$ cat src/design/atts_pkg.sv
// Shared constants for the arctangent Taylor series unit.
package atts_pkg;
	localparam int X_WIDTH = 32;
	localparam int ANGLE_WIDTH = 18;
	localparam int S_TDATA_WIDTH = 32;
	localparam int M_TDATA_WIDTH = 24;
	localparam longint PI_HALF_Q32 = 64'd6746518852;
	localparam longint ANGLE_MAX = 131071;
	localparam longint ANGLE_MIN = -131072;
endpackage

$ cat src/design/atts_term.sv
// Next power and coefficient product of one series term, both truncated.
module atts_term #(
	parameter int FRACTION_BITS = 16,
	parameter longint COEF = 65536
) (
	input  logic [FRACTION_BITS:0] pm,
	input  logic [FRACTION_BITS:0] v2,
	output logic [FRACTION_BITS:0] pm_next,
	output logic [FRACTION_BITS:0] tm
);
	import atts_pkg::*;

	localparam logic [FRACTION_BITS:0] C = (FRACTION_BITS + 1)'(COEF);

	logic [2*FRACTION_BITS+1:0] pw;
	logic [2*FRACTION_BITS+1:0] cw;

	always_comb begin
		pw = pm * v2;
		cw = C * pm;
		pm_next = pw[2*FRACTION_BITS:FRACTION_BITS];
		tm = cw[2*FRACTION_BITS:FRACTION_BITS];
	end
endmodule

$ cat config.mk
export PLATFORM = sky130hd
export DESIGN_NAME = atts_term
export DESIGN_NICKNAME = d
export VERILOG_FILES = /design/src/design/atts_pkg.sv /design/src/design/atts_term.sv
export SDC_FILE = /design/constraint.sdc
export NUM_CORES = 1
export LEC_CHECK = 0
export ABC_AREA = 0
export BUFFER_PORTS_ARGS = -buffer_cell sky130_fd_sc_hd__buf_2
export CAP_MARGIN = 10
export CORE_ASPECT_RATIO = 2
export CORE_MARGIN = 3
export CORE_UTILIZATION = 40
export DETAILED_ROUTE_END_ITERATION = 10
export PLACE_DENSITY = 0.53
export SLEW_MARGIN = 20
export SYNTH_ARGS = -nofsm -noshare
export SYNTH_HDL_FRONTEND = slang
export SYNTH_SLANG_ARGS = --single-unit
$ cat constraint.sdc
create_clock -name vclk -period 17.69
set_input_delay 0.8845 -clock vclk [all_inputs]
set_output_delay 0.8845 -clock vclk [all_outputs]
set_load 0.005 [all_outputs]
### Word level (Yosys, flattened, before mapping)

Cells that the tools add are included.

* register bits: 0
* logic and storage cells: 1

* multiply operators: 1

Operators by type and width (count)
* 17-bit by 17-bit multiplier with 33-bit output: 1

### Longest topological paths before layout

Gate-level depths: netlist (run 1).

* depth after elaboration: 1
* gate-level depth with buffers: 22
* depth with buffers taken out: 21

### Worst setup path before layout (run 1)

Ideal clock, no wire load.

* kind: input to output
* start point: in v2[2]
* end point: out pm_next[15]
* arrival: 6048 ps
* data required time: 16806 ps
* slack: 10757 ps
* stages: 19
* buffers on the path: 1
* path through: clkbuf_1 -> nand2_1 -> fa_1 -> fa_1 -> fa_1 -> fa_1 -> inv_1 -> fa_1 -> inv_1 -> fa_1 -> inv_1 -> ha_1 -> nand2_2 -> o21ai_2 -> a211oi_2 -> o41ai_4 -> a21oi_2 -> o31ai_2 -> xor2_1

* longest elaborated chain between the ends: 1

RTL lines
* from (decl): line atts_term.sv:7 `input logic [FRACTION_BITS:0] v2,`
* 17-bit by 17-bit multiplier with 33-bit output: line atts_term.sv:19 `pw = pm * v2;`
* to (decl): line atts_term.sv:8 `output logic [FRACTION_BITS:0] pm_next,`

No other way between the ends.

### Worst setup path in the final report (run 1)

* start point: in pm[11]
* end point: out pm_next[15]

* longest elaborated chain between the ends: 1

RTL lines
* from (decl): line atts_term.sv:6 `input logic [FRACTION_BITS:0] pm,`
* 17-bit by 17-bit multiplier with 33-bit output: line atts_term.sv:19

No other way between the ends.

==> results of run 1 <==
[critical path, stage by stage]
cell and delay, ns:
buf_2 0.38, nand2_1 0.15, fa_1 0.53, fa_1 0.52
fa_1 0.52, inv_1 0.06, fa_1 0.49, fa_1 0.50
inv_1 0.05, fa_1 0.47, inv_1 0.04, ha_1 0.40
nand2_2 0.08, o21ai_2 0.26, a211oi_2 0.12, o41ai_4 0.69
a21oi_2 0.19, o31ai_2 0.31, xor2_1 0.16, buf_2 0.13
[worst min path at each step]
stage | endpoint | slack [ns] | depth (start not counted) | startpoint
after CTS | tm[0] | 2.16 | 2 | pm[0]
after detailed placement | tm[0] | 2.16 | 2 | pm[0]
after global placement | tm[0] | 2.16 | 2 | pm[0]
after floorplan | tm[0] | 1.85 | 1 | pm[0]
final | tm[0] | 2.15 | 2 | pm[0]
after global routing | tm[1] | 2.17 | 2 | pm[1]
[kinds of logic (layout without fill, tap and decap cells)]
family / after synthesis / count (layout) / synth area share, %
XOR/XNOR: 22 / 22 / 2.08
adder cells (fa/ha/maj): 323 / 323 / 61.6
AO/OA/AOI/OAI: 75 / 75 / 5.51
AND/OR/NAND/NOR: 334 / 334 / 17.5
buffers and inverters: 308 / 321 / 13.3
[stage by stage]
stage                     std cells  area (um2)  hold slack (ns)  utilization, %  setup slack [ns]
after floorplan                1062        9250             1.85               -             10.76
after global placement         1355        9660             2.16            42.5              9.84
after detailed placement       1355        9660             2.16            42.5              9.81
after CTS                      1355        9660             2.16            42.5              9.81
after global routing           1355        9660             2.17            42.5              9.56
final                          1355        9660             2.15            42.5              9.85
[synthesized netlist by cell type, drive strengths merged (2+ instances only)]
cell type | n | area [um2]
nor3 | 4 | 20.0
clkbuf | 37 | 141
a31oi | 4 | 25.0
nand2 | 182 | 686
nor2b | 2 | 12.5
a21o | 11 | 83.8
and3 | 6 | 41.3
o211ai | 2 | 15.0
nand3 | 7 | 35.0
a211oi | 6 | 50.1
xor2 | 9 | 78.8
nand4 | 2 | 12.5
fa | 221 | 4420
buf | 18 | 135
xnor2 | 13 | 114
nand2b | 2 | 12.5
a211o | 2 | 17.5
a21oi | 24 | 124
nor2 | 4 | 15.0
inv | 253 | 950
and2 | 121 | 758
o21ai | 17 | 92.6
ha | 102 | 1280
[routing by layer]
metal | GRT usage, % | part of all wire, %
met3 | 1.04 | 2.2
met5 | 0 | 0
met1 | 21.4 | 33
met2 | 43.7 | 61
met4 | 7.53 | 4.7
[cell usage in the layout, fill, tap and decap left out, types with 2 or more instances in the layout]
| cell type | n |
|---|---|
| nand4_1 | 2 |
| a31oi_1 | 4 |
| a21oi_1 | 23 |
| o211ai_1 | 2 |
| and3_2 | 3 |
| xnor2_1 | 13 |
| nand2_1 | 181 |
| a211oi_1 | 5 |
| o21ai_2 | 2 |
| nand2b_1 | 2 |
| a21o_1 | 10 |
| nor3_1 | 4 |
| o21ai_0 | 14 |
| nor2_1 | 4 |
| buf_2 | 68 |
| xor2_1 | 9 |
| and2_1 | 120 |
| inv_1 | 253 |
| fa_1 | 221 |
| nor2b_1 | 2 |
| and3_1 | 3 |
| a211o_1 | 2 |
| ha_1 | 102 |
| nand3_1 | 7 |
[area by class of cell]
cell class	count	area (um2)
fillers	2363	13100
multi-input cells	754	8020
inverters	253	950
well taps	280	350
repair buffers	68	340
==> results_dict.tcl, run 1 <==
set metrics [dict create \
    syn_to_final_growth_pct 4.48 \
    drtIter0Drc 177 \
    insertedDiodeCount 0 \
    syn_nets 1419 \
    via_count 6896 \
    post-cts-setup-buffer-count 0 \
    syn_area_per_cell_um2 8.71 \
    finalCritPeriodShare_pct 44.3 \
    worstMarginPinSlew_ns 0.678 \
    start_kind "input pin" \
    grt.overflow.total 0 \
    cap_violations 0 \
    gp_congestion 0.890 \
    routed_via_density 5.09 \
    grt_max_degree 19 \
    crit_start "pm[11]" \
    endpoint "pm_next[15]" \
    min_period_ns 7.84 \
    grt_antenna_before_repair 0 \
    synth_cell_types 45 \
    first_pass_iters 4 \
    ant_nets 0 \
    report.final.slew_viol_count 0 \
    yosys_warnings 0 \
    grt_pass1_vias 7936 \
    synthCells 1062 \
    post_cts_resized 0 \
    drive_gt1_share_pct 7.53 \
    post-dp-hpwl_mm 22.0 \
    status "finished clean" \
    setup_viol 0 \
    grt_setup_unrepaired "no" \
    seq_cell_count 0 \
    die_area_um2 25100 \
    drc 0 \
    die_y_um 221 \
    hold_viol_final 0 \
    rows 78 \
    syn_area_um2 9250 \
    wl_per_cell_um 18.7 \
    grt_pass1_wl_mm 41.5 \
    ys_seq_area_share_pct 0 \
    critPathCaptureType "output pin" \
    start_util_pct 40.7 \
    critPathMaxFanout 18 \
    port_buffers 68 \
    track_usage_pct 21.2 \
    clkbuf_count 0 \
    nNetsFinal 1434 \
    io_pins 68 \
    core_area_um2 22700 \
    regArea_um2 0 \
    crit_arrival_ns 6.95 \
    die_w_um 114 \
    fmax_mhz 128 \
    slew-limit-headroom_pct 54.7 \
    crit_required_ns 16.81 \
    fin_setup_tns_ns 0 \
    holdBufCountCts 0 \
    hold_path.class "input pin to output pin" \
    worstSetupPathType "input pin to output pin" \
    wirelength_mm 25.3 \
]
Power of run 1 is not shown: default switching activity piles up to over one toggle a cycle in this logic, so the estimate is an artifact.
==> run 2: changes to the inputs <==
Clock period 17.69 ns to 8 ns, I/O delays scaled along.
==> run 2 against run 1 <==
Via count grew 0.23%; non-clock buffer count grew 1; first-iteration DRC count grew 52%; largest cell class unchanged.
==> results_dict.tcl, run 2 (synthesis gave the netlist of run 1 again) <==
set metrics [dict create \
    die_y_um 221 \
    io_pins 68 \
    grt_pass1_wl_mm 41.2 \
    hold_viol_final 0 \
    status "finished clean" \
    critPathCaptureType "output pin" \
    post-dp-hpwl_mm 22.1 \
    holdBufCountCts 0 \
    crit_required_ns 7.60 \
    drc 0 \
    worstSetupPathType "input pin to output pin" \
    start_kind "input pin" \
    post_cts_resized 0 \
    syn_to_final_growth_pct 4.56 \
    final_util_pct 42.5 \
    crit_arrival_ns 6.46 \
    grt_antenna_before_repair 0 \
    core_area_um2 22700 \
    fill_cells 2341 \
    regArea_um2 0 \
    nNetsFinal 1435 \
    cp_cell_sequence "buf_2 > nand2_1 > fa_1 > fa_1 > fa_1 > inv_1 > fa_1 > fa_1 > inv_1 > fa_1 > inv_1 > ha_1 > nand2_2 > o21ai_2 > a211oi_2 > o41ai_4 > a21oi_2 > o31ai_2 > xor2_1 > buf_2" \
    drtIter0Drc 269 \
    port_buffers 68 \
    die_area_um2 25100 \
    setup_viol 0 \
    whs_path_depth 2 \
    drive_gt1_share_pct 7.62 \
    seq_cell_count 0 \
    worstMarginPinSlew_ns 0.656 \
    min_from "pm[0]" \
    top_usage_layer "met2" \
    first_pass_iters 4 \
    wirelength_mm 25.4 \
    cap_violations 0 \
    track_usage_pct 21.0 \
    critPathMaxFanout 18 \
    final_cell_mix "inv_1, fa_1, nand2_1" \
    fin_setup_tns_ns 0 \
    die_w_um 114 \
    slew-limit-headroom_pct 56.1 \
    routed_via_density 5.10 \
    min_period_ns 6.86 \
    grt.overflow.total 0 \
    hold_path.class "input pin to output pin" \
    report.final.slew_viol_count 0 \
    whs_endpoint "tm[0]" \
    wl_per_cell_um 18.7 \
    post-cts-setup-buffer-count 0 \
    whs_ns 1.18 \
    slowest_delay_ns 0.67 \
    rows 78 \
    clkbuf_count 0 \
    met1_usage_pct 20.9 \
    grt_pass1_vias 7831 \
    grt_setup_unrepaired "no" \
    fmax_mhz 146 \
    insertedDiodeCount 0 \
    start_util_pct 40.7 \
    finalCritPeriodShare_pct 85.7 \
    via_count 6912 \
    grt_max_degree 19 \
    layout_commonest_cell "inv_1" \
    met3_usage_pct 0.629 \
    gp_congestion 0.903 \
    worst_path_most_repeated_cell "fa_1" \
    crit_path_top_delay_cell "o41ai_4" \
    ant_nets 0 \
    grtUsageMet2_pct 43.0 \
]
==> run 2: cell count changes in the layout (fill, tap and decap cells not counted), sizes merged <==
cell,delta
buf,+1
==> run 2: layout make-up <==
class / instances / area, um2 / share of cell area, %
inverters: 253 / 950 / 9.82
multi-input cells: 754 / 8020 / 83.0
well taps: 280 / 350 / 3.62
repair buffers: 69 / 348 / 3.60
==> run 2: how the worst max path moves through the flow <==
stage	startpoint	end	slack, ns	depth (start not counted)
floorplan	v2[2]	pm_next[15]	2.04	19
global placement	pm[11]	pm_next[15]	1.12	20
detailed placement	pm[11]	pm_next[15]	1.10	20
CTS	pm[11]	pm_next[15]	1.09	20
global route	pm[11]	pm_next[15]	0.79	20
finish	pm[11]	pm_next[15]	1.14	20
==> run 2: through the flow <==
stage,setup WS [ns],cells,instance area (um2)
after global routing,0.793,1356,9670
after CTS,1.09,1356,9670
final,1.14,1356,9670
after floorplan,2.04,1062,9250
after detailed placement,1.10,1356,9670
after global placement,1.12,1356,9670
==> run 2: critical path: cells and delay by family <==
family                   cells  cell delay [ns]
adder cells (fa/ha/maj)      7             3.43
AO/OA/AOI/OAI                5             1.56
buffers and inverters        5             0.66
AND/OR/NAND/NOR              2             0.23
XOR/XNOR                     1             0.16
==> run 2: metal layers <==
layer | share of wire, % | wire, um
met5 | 0 | 0
met4 | 5.5 | 1400
met3 | 2.1 | 541
met2 | 60 | 15200
met1 | 32 | 8200
Power of run 2 is left out for the same reason.
