File: src/design/atts_pkg.sv
// Shared constants for the arctangent Taylor series unit.
package atts_pkg;
	localparam int X_WIDTH = 32;
	localparam int ANGLE_WIDTH = 18;
	localparam int S_TDATA_WIDTH = 32;
	localparam int M_TDATA_WIDTH = 24;
	localparam longint PI_HALF_Q32 = 64'd6746518852;
	localparam longint ANGLE_MAX = 131071;
	localparam longint ANGLE_MIN = -131072;
endpackage

File: src/design/atts_div_step.sv
// One restoring division step of the reciprocal, one quotient bit.
module atts_div_step (
	input  logic [atts_pkg::X_WIDTH:0] rem,
	input  logic [atts_pkg::X_WIDTH:0] mag,
	output logic [atts_pkg::X_WIDTH:0] rem_next,
	output logic                       qbit
);
	import atts_pkg::*;

	logic [X_WIDTH:0] shifted;

	always_comb begin
		shifted = {rem[X_WIDTH-1:0], 1'b0};
		qbit = (shifted >= mag);
		rem_next = qbit ? shifted - mag : shifted;
	end
endmodule

File: config.mk
export PLATFORM = sky130hd
export DESIGN_NAME = atts_div_step
export DESIGN_NICKNAME = d
export VERILOG_FILES = /design/src/design/atts_pkg.sv /design/src/design/atts_div_step.sv
export SDC_FILE = /design/constraint.sdc
export NUM_CORES = 1
export LEC_CHECK = 0
export ABC_AREA = 1
export BUFFER_PORTS_ARGS = -buffer_cell sky130_fd_sc_hd__buf_4
export CORE_ASPECT_RATIO = 0.9
export CORE_MARGIN = 5
export CORE_UTILIZATION = 35
export DETAILED_ROUTE_END_ITERATION = 12
export SYNTH_ARGS = -nofsm -noshare
export SYNTH_HDL_FRONTEND = slang
export SYNTH_SLANG_ARGS = --single-unit
File: constraint.sdc
create_clock -name vclk -period 2.8
set_input_delay 0 -clock vclk [all_inputs]
set_output_delay 0 -clock vclk [all_outputs]
set_load 0.05 [all_outputs]
# Yosys cells after proc, flatten, opt, wreduce, memory -nomap -nowiden
# Index checks and enable logic that the tools add are counted.
# classes
addsub	1
n_mul	0
n_div	0
magnitude_cmp	1
eq_ne	0
n_shift	0
n_mux	1
n_bitwise	0
n_reduce_logical	0
# op_table
cell	count
33-bit >= comparator	1
33-bit 2-to-1 mux	1
33-bit subtractor	1
# word_totals
register_bits	0
latchBits	0
ramBits	0
rom_bits	0
output_inout_bits	34
word_cells	3
n_memories	0

# Logic depth before layout (Yosys ltp)
# Gate-level depths: netlist of run 1.
# logic_depth
word_depth	2
depth_mapped	16
mapped_depth_nobuf	14

# Worst setup path after synthesis of run 1
# OpenSTA, ideal clock, no wires.
# synth_path
path_type	input port to output port
start	in mag[27] (netlist bit)
end	out rem_next[1] (netlist bit)
t_arrival_ns	2.223
t_required_ns	2.800
path_slack_ns	0.577
stages	12
path_buffers	0
path_cell_list	inv_1 ha_1 nand2_2 inv_2 nand2_1 and2_1 nor2_1 nor2_1 nand2_1 nor2_4 nand2_8 o21ai_0
# synth_via
elab_chain_len	2
# synth_lines
element	line	source
start: declaration	atts_div_step.sv:4	input logic [atts_pkg::X_WIDTH:0] mag,
33-bit >= comparator	atts_div_step.sv:14	qbit = (shifted >= mag);
33-bit 2-to-1 mux	atts_div_step.sv:15	rem_next = qbit ? shifted - mag : shifted;
end: declaration	atts_div_step.sv:5	output logic [atts_pkg::X_WIDTH:0] rem_next,
# No other way between the ends.

# Worst setup path in the final report of run 1
# layout_path
start	in rem[2] (netlist bit)
end	out rem_next[1] (netlist bit)
# layout_via
elab_chain_len	2
# layout_lines
element	line	source
start: declaration	atts_div_step.sv:3	input logic [atts_pkg::X_WIDTH:0] rem,
33-bit >= comparator	atts_div_step.sv:14	
33-bit 2-to-1 mux	atts_div_step.sv:15	
# No other way between the ends.

==> results of run 1 <==
placed cells by master, fill, tap and decap left out, types with 8 or more instances in the layout:
master and count:
and2_1 8, ha_1 33, xor2_1 14, buf_4 101, nand3_1 54, nand2_1 288
nand3_2 11, inv_1 153, nand3b_1 10, nor2_1 39, a21oi_1 22
worst max-delay path: cells and delay by family:
family                     cells  cell delay (ps)
AOI/OAI and AO/OA              1              240
adders and majority gates      1              350
buffers and inverters          3              400
and+or+nand+nor                9             1280
cell type report:
| cell class | count | area [um2] | share of cell area [%] |
|---|---|---|---|
| multi-input combinational | 514 | 2660 | 63.7 |
| inverter | 160 | 601 | 14.4 |
| timing repair buffer | 101 | 758 | 18.2 |
| tap | 122 | 153 | 3.66 |
where the power goes:
group | switching, mW | internal [mW] | total, mW
registers | 0 | 0 | 0
logic | 0.841 | 0.405 | 1.25
clock network | 0 | 0 | 0
total | 0.841 | 0.405 | 1.25
cell families after synthesis:
kind of cell,Yosys count
buffers and inverters,170
adders and majority gates,34
and+or+nand+nor,440
xor gates and xnor gates,15
AOI/OAI and AO/OA,25
per-layer routing:
metal | vias to the layer above | wire [um] | share of wire, % | global-route usage, %
met5 | - | 0 | 0 | 0
met4 | 0 | 39 | 0.35 | 0.647
met2 | 96 | 4630 | 42 | 29.3
met1 | 1731 | 5890 | 53 | 29.0
li1 | 2233 | - | - | -
met3 | 2 | 550 | 5.0 | 1.12
metrics by stage:
step	hold slack (ps)	power, mW	cell area [um2]
floorplan	306	0.895	3340
global placement	398	1.24	4170
detailed placement	399	1.25	4170
CTS	400	1.25	4170
global route	417	1.37	4170
finish	398	1.25	4170
worst max path at each step:
stage / startpoint / end / slack (ps) / depth (start not counted)
floorplan: mag[27] / rem_next[1] / 580 / 12
global placement: rem[6] / rem_next[1] / 530 / 14
detailed placement: rem[2] / rem_next[1] / 500 / 14
CTS: rem[2] / rem_next[1] / 500 / 14
global route: rem[6] / rem_next[1] / 290 / 14
finish: rem[2] / rem_next[1] / 510 / 14
==> impl_metrics.env, run 1 <==
export IMPL_seq_area_um2=0
export IMPL_synth_top_area_cell="nand2_1"
export IMPL_start_util_pct=36.3
export IMPL_gp_congestion=0.902
export IMPL_setup_viol=0
export IMPL_final_util_pct=45.3
export IMPL_slowest_delay_ps=360
export IMPL_slowest_stage="nand2_4"
export IMPL_synth_xor_xnor_area_share_pct=3.93
export IMPL_fill_cells=1089
export IMPL_whs_endpoint="rem_next[10]"
export IMPL_pre_cts_ws_ps=501
export IMPL_syn_area_um2=3340
export IMPL_synth_fp_nets=784
export IMPL_outcome="complete, no violations"
export IMPL_grt_pass1_wl_um=18100
export IMPL_dieArea_um2=11600
export IMPL_post_drt_wl_per_cell_um=12.4
export IMPL_syn_area_per_cell_um2=4.88
export IMPL_rsz0062_at_grt="no"
export IMPL_synthSimpleGateAreaFrac_pct=58.7
export IMPL_power_density_nw_per_um2=299
export IMPL_fp_coreArea_um2=9210
export IMPL_path_max_fanout=34
export IMPL_cts_hold_buffers=0
export IMPL_synth_area_leaders="nand2_1 (32%), inv_1 (17%), ha_1 (12%)"
export IMPL_hp_class="input pin to output port"
export IMPL_grt_max_degree=35
export IMPL_hold_depth=4
export IMPL_ios=100
export IMPL_startpoint_type="input pin"
export IMPL_ys_seq_area_share_pct=0
export IMPL_worstSetupPathType="input pin to output port"
export IMPL_period_share_pct=81.6
export IMPL_synth_top_family_by_area="simple AND/OR/NAND/NOR gates"
export IMPL_hold_viol_final=0
export IMPL_grt_pass1_vias=3739
export IMPL_dp_cells=897
export IMPL_drv_cap=0
export IMPL_grt_overflow=0
export IMPL_cp_common_cell="nand2_1"
export IMPL_max_freq_ghz=0.438
export IMPL_synthAdderAreaFrac_pct=13.0
export IMPL_portBuffers=99
export IMPL_final_min_clock_period_ps=2290
export IMPL_yosysTopAreaCellShare_pct=32.4
export IMPL_peakVddDrop_mv=0.177
export IMPL_dr_total_vias=4062
export IMPL_synth_mux_area_share_pct=0
export IMPL_cp_end_kind="output port"
export IMPL_hpwl_um=9610
export IMPL_crit_arrival_ps=2290
export IMPL_syn_instance_count=684
export IMPL_die_y_um=103
export IMPL_post_cts_buffers=0
export IMPL_antenna_found_initial=0
export IMPL_hp_start="rem[9]"
export IMPL_synth_warnings=0
export IMPL_rows=33
export IMPL_diodes=0
export IMPL_areaGrowthSynthToFinish_pct=24.8
export IMPL_maxSlewHeadroom_pct=69.0
export IMPL_die_x_um=113
export IMPL_slew_viol_final=0
export IMPL_track_usage_pct=18.5
export IMPL_clkbuf_count=0
export IMPL_viasPerCell=4.53
export IMPL_worst_slew_pin_slew_ps=464
export IMPL_drive_gt1_share_pct=17.9
export IMPL_post_cts_resized=0
export IMPL_ys_top_cells_by_count="nand2_1 (288), inv_1 (153), nand3_1 (54), nor2_1 (39), ha_1 (33)"
export IMPL_fin_nets=877
export IMPL_fin_setup_tns_ps=0
export IMPL_drt_initial_drc_count=259
export IMPL_seq_cells=0
export IMPL_worstPathCellList="buf_4 > ha_1 > nand2_2 > inv_1 > nand2_1 > nand2_1 > nand2_1 > nand3_2 > nand2_1 > nand2_2 > nand2_4 > nand2_8 > o21ai_0 > buf_4"
export IMPL_drt_antenna_violating_nets=0
export IMPL_synthDistinctLibCells=30
export IMPL_synth_compound_area_share_pct=3.90
export IMPL_worst_ep_required_time_ps=2800
export IMPL_setup_ws_ps=514
export IMPL_synthMostInstantiatedCell="nand2_1"
export IMPL_final_cells=897
export IMPL_routed_wl_um=11100
export IMPL_p_leak_nw=2.72
export IMPL_drc=0
export IMPL_drtPass1Iterations=5
Power figures use the tool's default switching activity.
==> run 2: changes to the inputs <==
ABC_AREA = 0   (was 1)
clock period = 2 ns   (was 2.8 ns; I/O delays follow)
==> run 2 against run 1 <==
Effect of this change: the flow now finishes with violations (setup timing); power increased by 85%; critical path type unchanged; clock-buffer cell count did not move; cell count fell by 31%; sequential share of layout area unchanged.
==> impl_metrics.env, run 2 <==
export IMPL_track_usage_pct=20.1
export IMPL_ys_seq_area_share_pct=0
export IMPL_fin_setup_tns_ps=-12310
export IMPL_syn_area_um2=2360
export IMPL_seq_cells=0
export IMPL_final_min_clock_period_ps=2400
export IMPL_stdcell_area_um2=4760
export IMPL_drt_initial_drc_count=113
export IMPL_grt_max_degree=9
export IMPL_synth_xor_xnor_area_share_pct=11.5
export IMPL_synthSimpleGateAreaFrac_pct=15.9
export IMPL_worst_slew_pin_slew_ps=341
export IMPL_routed_wl_um=8680
export IMPL_die_y_um=87.8
export IMPL_cts_hold_buffers=0
export IMPL_cp_buffers_inverters=4
export IMPL_grt_overflow=0
export IMPL_grt_pass1_vias=3208
export IMPL_ios=100
export IMPL_critical_path_top_delay_family="compound AO/OA/AOI/OAI gates"
export IMPL_syn_area_per_cell_um2=7.36
export IMPL_hold_ws_ps=360
export IMPL_dieArea_um2=8470
export IMPL_drc=0
export IMPL_antenna_found_initial=0
export IMPL_fin_nets=628
export IMPL_startpoint_type="input pin"
export IMPL_drt_antenna_violating_nets=0
export IMPL_dr_total_vias=3056
export IMPL_hpwl_um=6930
export IMPL_portBuffers=99
export IMPL_synth_top_area_cell="ha_1"
export IMPL_drtPass1Iterations=4
export IMPL_drive_gt1_share_pct=58.0
export IMPL_die_x_um=96.5
export IMPL_power_density_nw_per_um2=483
export IMPL_clkbuf_count=0
export IMPL_worst_ep_required_time_ps=2000
export IMPL_diodes=0
export IMPL_period_share_pct=120
export IMPL_synthAdderAreaFrac_pct=18.4
export IMPL_synth_warnings=0
export IMPL_path_max_fanout=7
export IMPL_p_leak_nw=2.42
export IMPL_worstPathCellList="buf_8 > ha_4 > a21o_1 > a21o_1 > a221oi_4 > or3_4 > nand3b_4 > a41oi_2 > o211ai_4 > buf_6 > buf_12 > mux2_4 > buf_8"
export IMPL_maxSlewHeadroom_pct=77.0
export IMPL_areaGrowthSynthToFinish_pct=102
export IMPL_yosysTopAreaCellShare_pct=17.5
export IMPL_cp_end_kind="output port"
export IMPL_fp_coreArea_um2=6550
export IMPL_start_util_pct=36.0
export IMPL_setup_ws_ps=-401
export IMPL_max_freq_ghz=0.417
export IMPL_synth_top_family_by_area="compound AO/OA/AOI/OAI gates"
export IMPL_synthDistinctLibCells=49
export IMPL_grt_pass1_wl_um=14100
export IMPL_pre_cts_ws_ps=-498
export IMPL_syn_instance_count=320
export IMPL_hold_viol_final=0
export IMPL_viasPerCell=4.96
export IMPL_drv_cap=0
export IMPL_final_cell_mix="buf_4 (164), inv_1 (36), buf_6 (32), mux2_4 (28), a21oi_1 (24)"
export IMPL_dpl_cell_area_um2=4210
export IMPL_synthMostInstantiatedCell="inv_1"
export IMPL_slowest_delay_ps=310
export IMPL_synth_area_leaders="ha_1 (18%), mux2_2 (9.1%), xnor2_1 (7.8%)"
export IMPL_ys_top_cells_by_count="inv_1 (43), ha_1 (33), a21oi_1 (32), nand2_1 (24), xnor2_1 (21)"
export IMPL_gp_congestion=0.883
export IMPL_outcome="finished with violations"
export IMPL_seq_area_um2=0
export IMPL_hp_class="input pin to output port"
export IMPL_layout_commonest_cell="buf_4"
export IMPL_worstSetupPathType="input pin to output port"
export IMPL_synth_compound_area_share_pct=28.3
export IMPL_rows=28
export IMPL_synth_mux_area_share_pct=16.9
export IMPL_rsz0062_at_grt="yes"
export IMPL_crit_arrival_ps=2400
export IMPL_setup_viol=34
export IMPL_violations="setup timing"
export IMPL_slowest_stage="mux2_4"
export IMPL_peakVddDrop_mv=0.289
export IMPL_synth_fp_nets=420
export IMPL_slew_viol_final=0
export IMPL_post_drt_wl_per_cell_um=14.1
[run 2: repair_timing]
action                     4_1_cts  5_1_grt
hold endpoints to repair         0        0
pin swaps                       25       12
gates resized for setup         91       14
buffers inserted                13        4
cloned                           2        0
setup endpoints to repair       34       34
[run 2: area by class of cell]
class	count	area, um2
multi-input cells	270	2600
repair buffers	213	1880
fillers	510	1790
well taps	90	113
inverters	43	166
[run 2: layer usage]
layer	share of wire, %	GRT usage [%]
met5	0	0
met4	0.27	1.02
met3	3.4	0.773
met2	50	38.1
met1	46	26.4
[run 2: logic make-up after synthesis]
family	count (synthesis)
AOI/OAI and AO/OA	100
muxes	32
xor gates and xnor gates	31
and+or+nand+nor	73
adders and majority gates	34
buffers and inverters	50
[run 2: per-stage QoR]
stage	instances	utilization (%)	total power, mW
final	616	72.7	2.30
after global routing	616	72.7	2.45
after detailed placement	600	64.3	1.99
after floorplan	320	-	1.31
after global placement	600	64.3	1.97
after CTS	614	72.0	2.28
[run 2: power by group]
group | switching, mW | internal (mW)
Clock | 0 | 0
Sequential | 0 | 0
Combinational | 1.15 | 1.15
Total | 1.15 | 1.15
[run 2: worst paths after layout]
kind	start	depth (start not counted)	slack, ps	end
max	rem[13]	13	-400	rem_next[24]
min	rem[9]	3	360	rem_next[10]
[run 2: tightest hold or removal path: stages]
cell and delay [ps]:
buf_8 80, mux2_4 140, buf_6 150
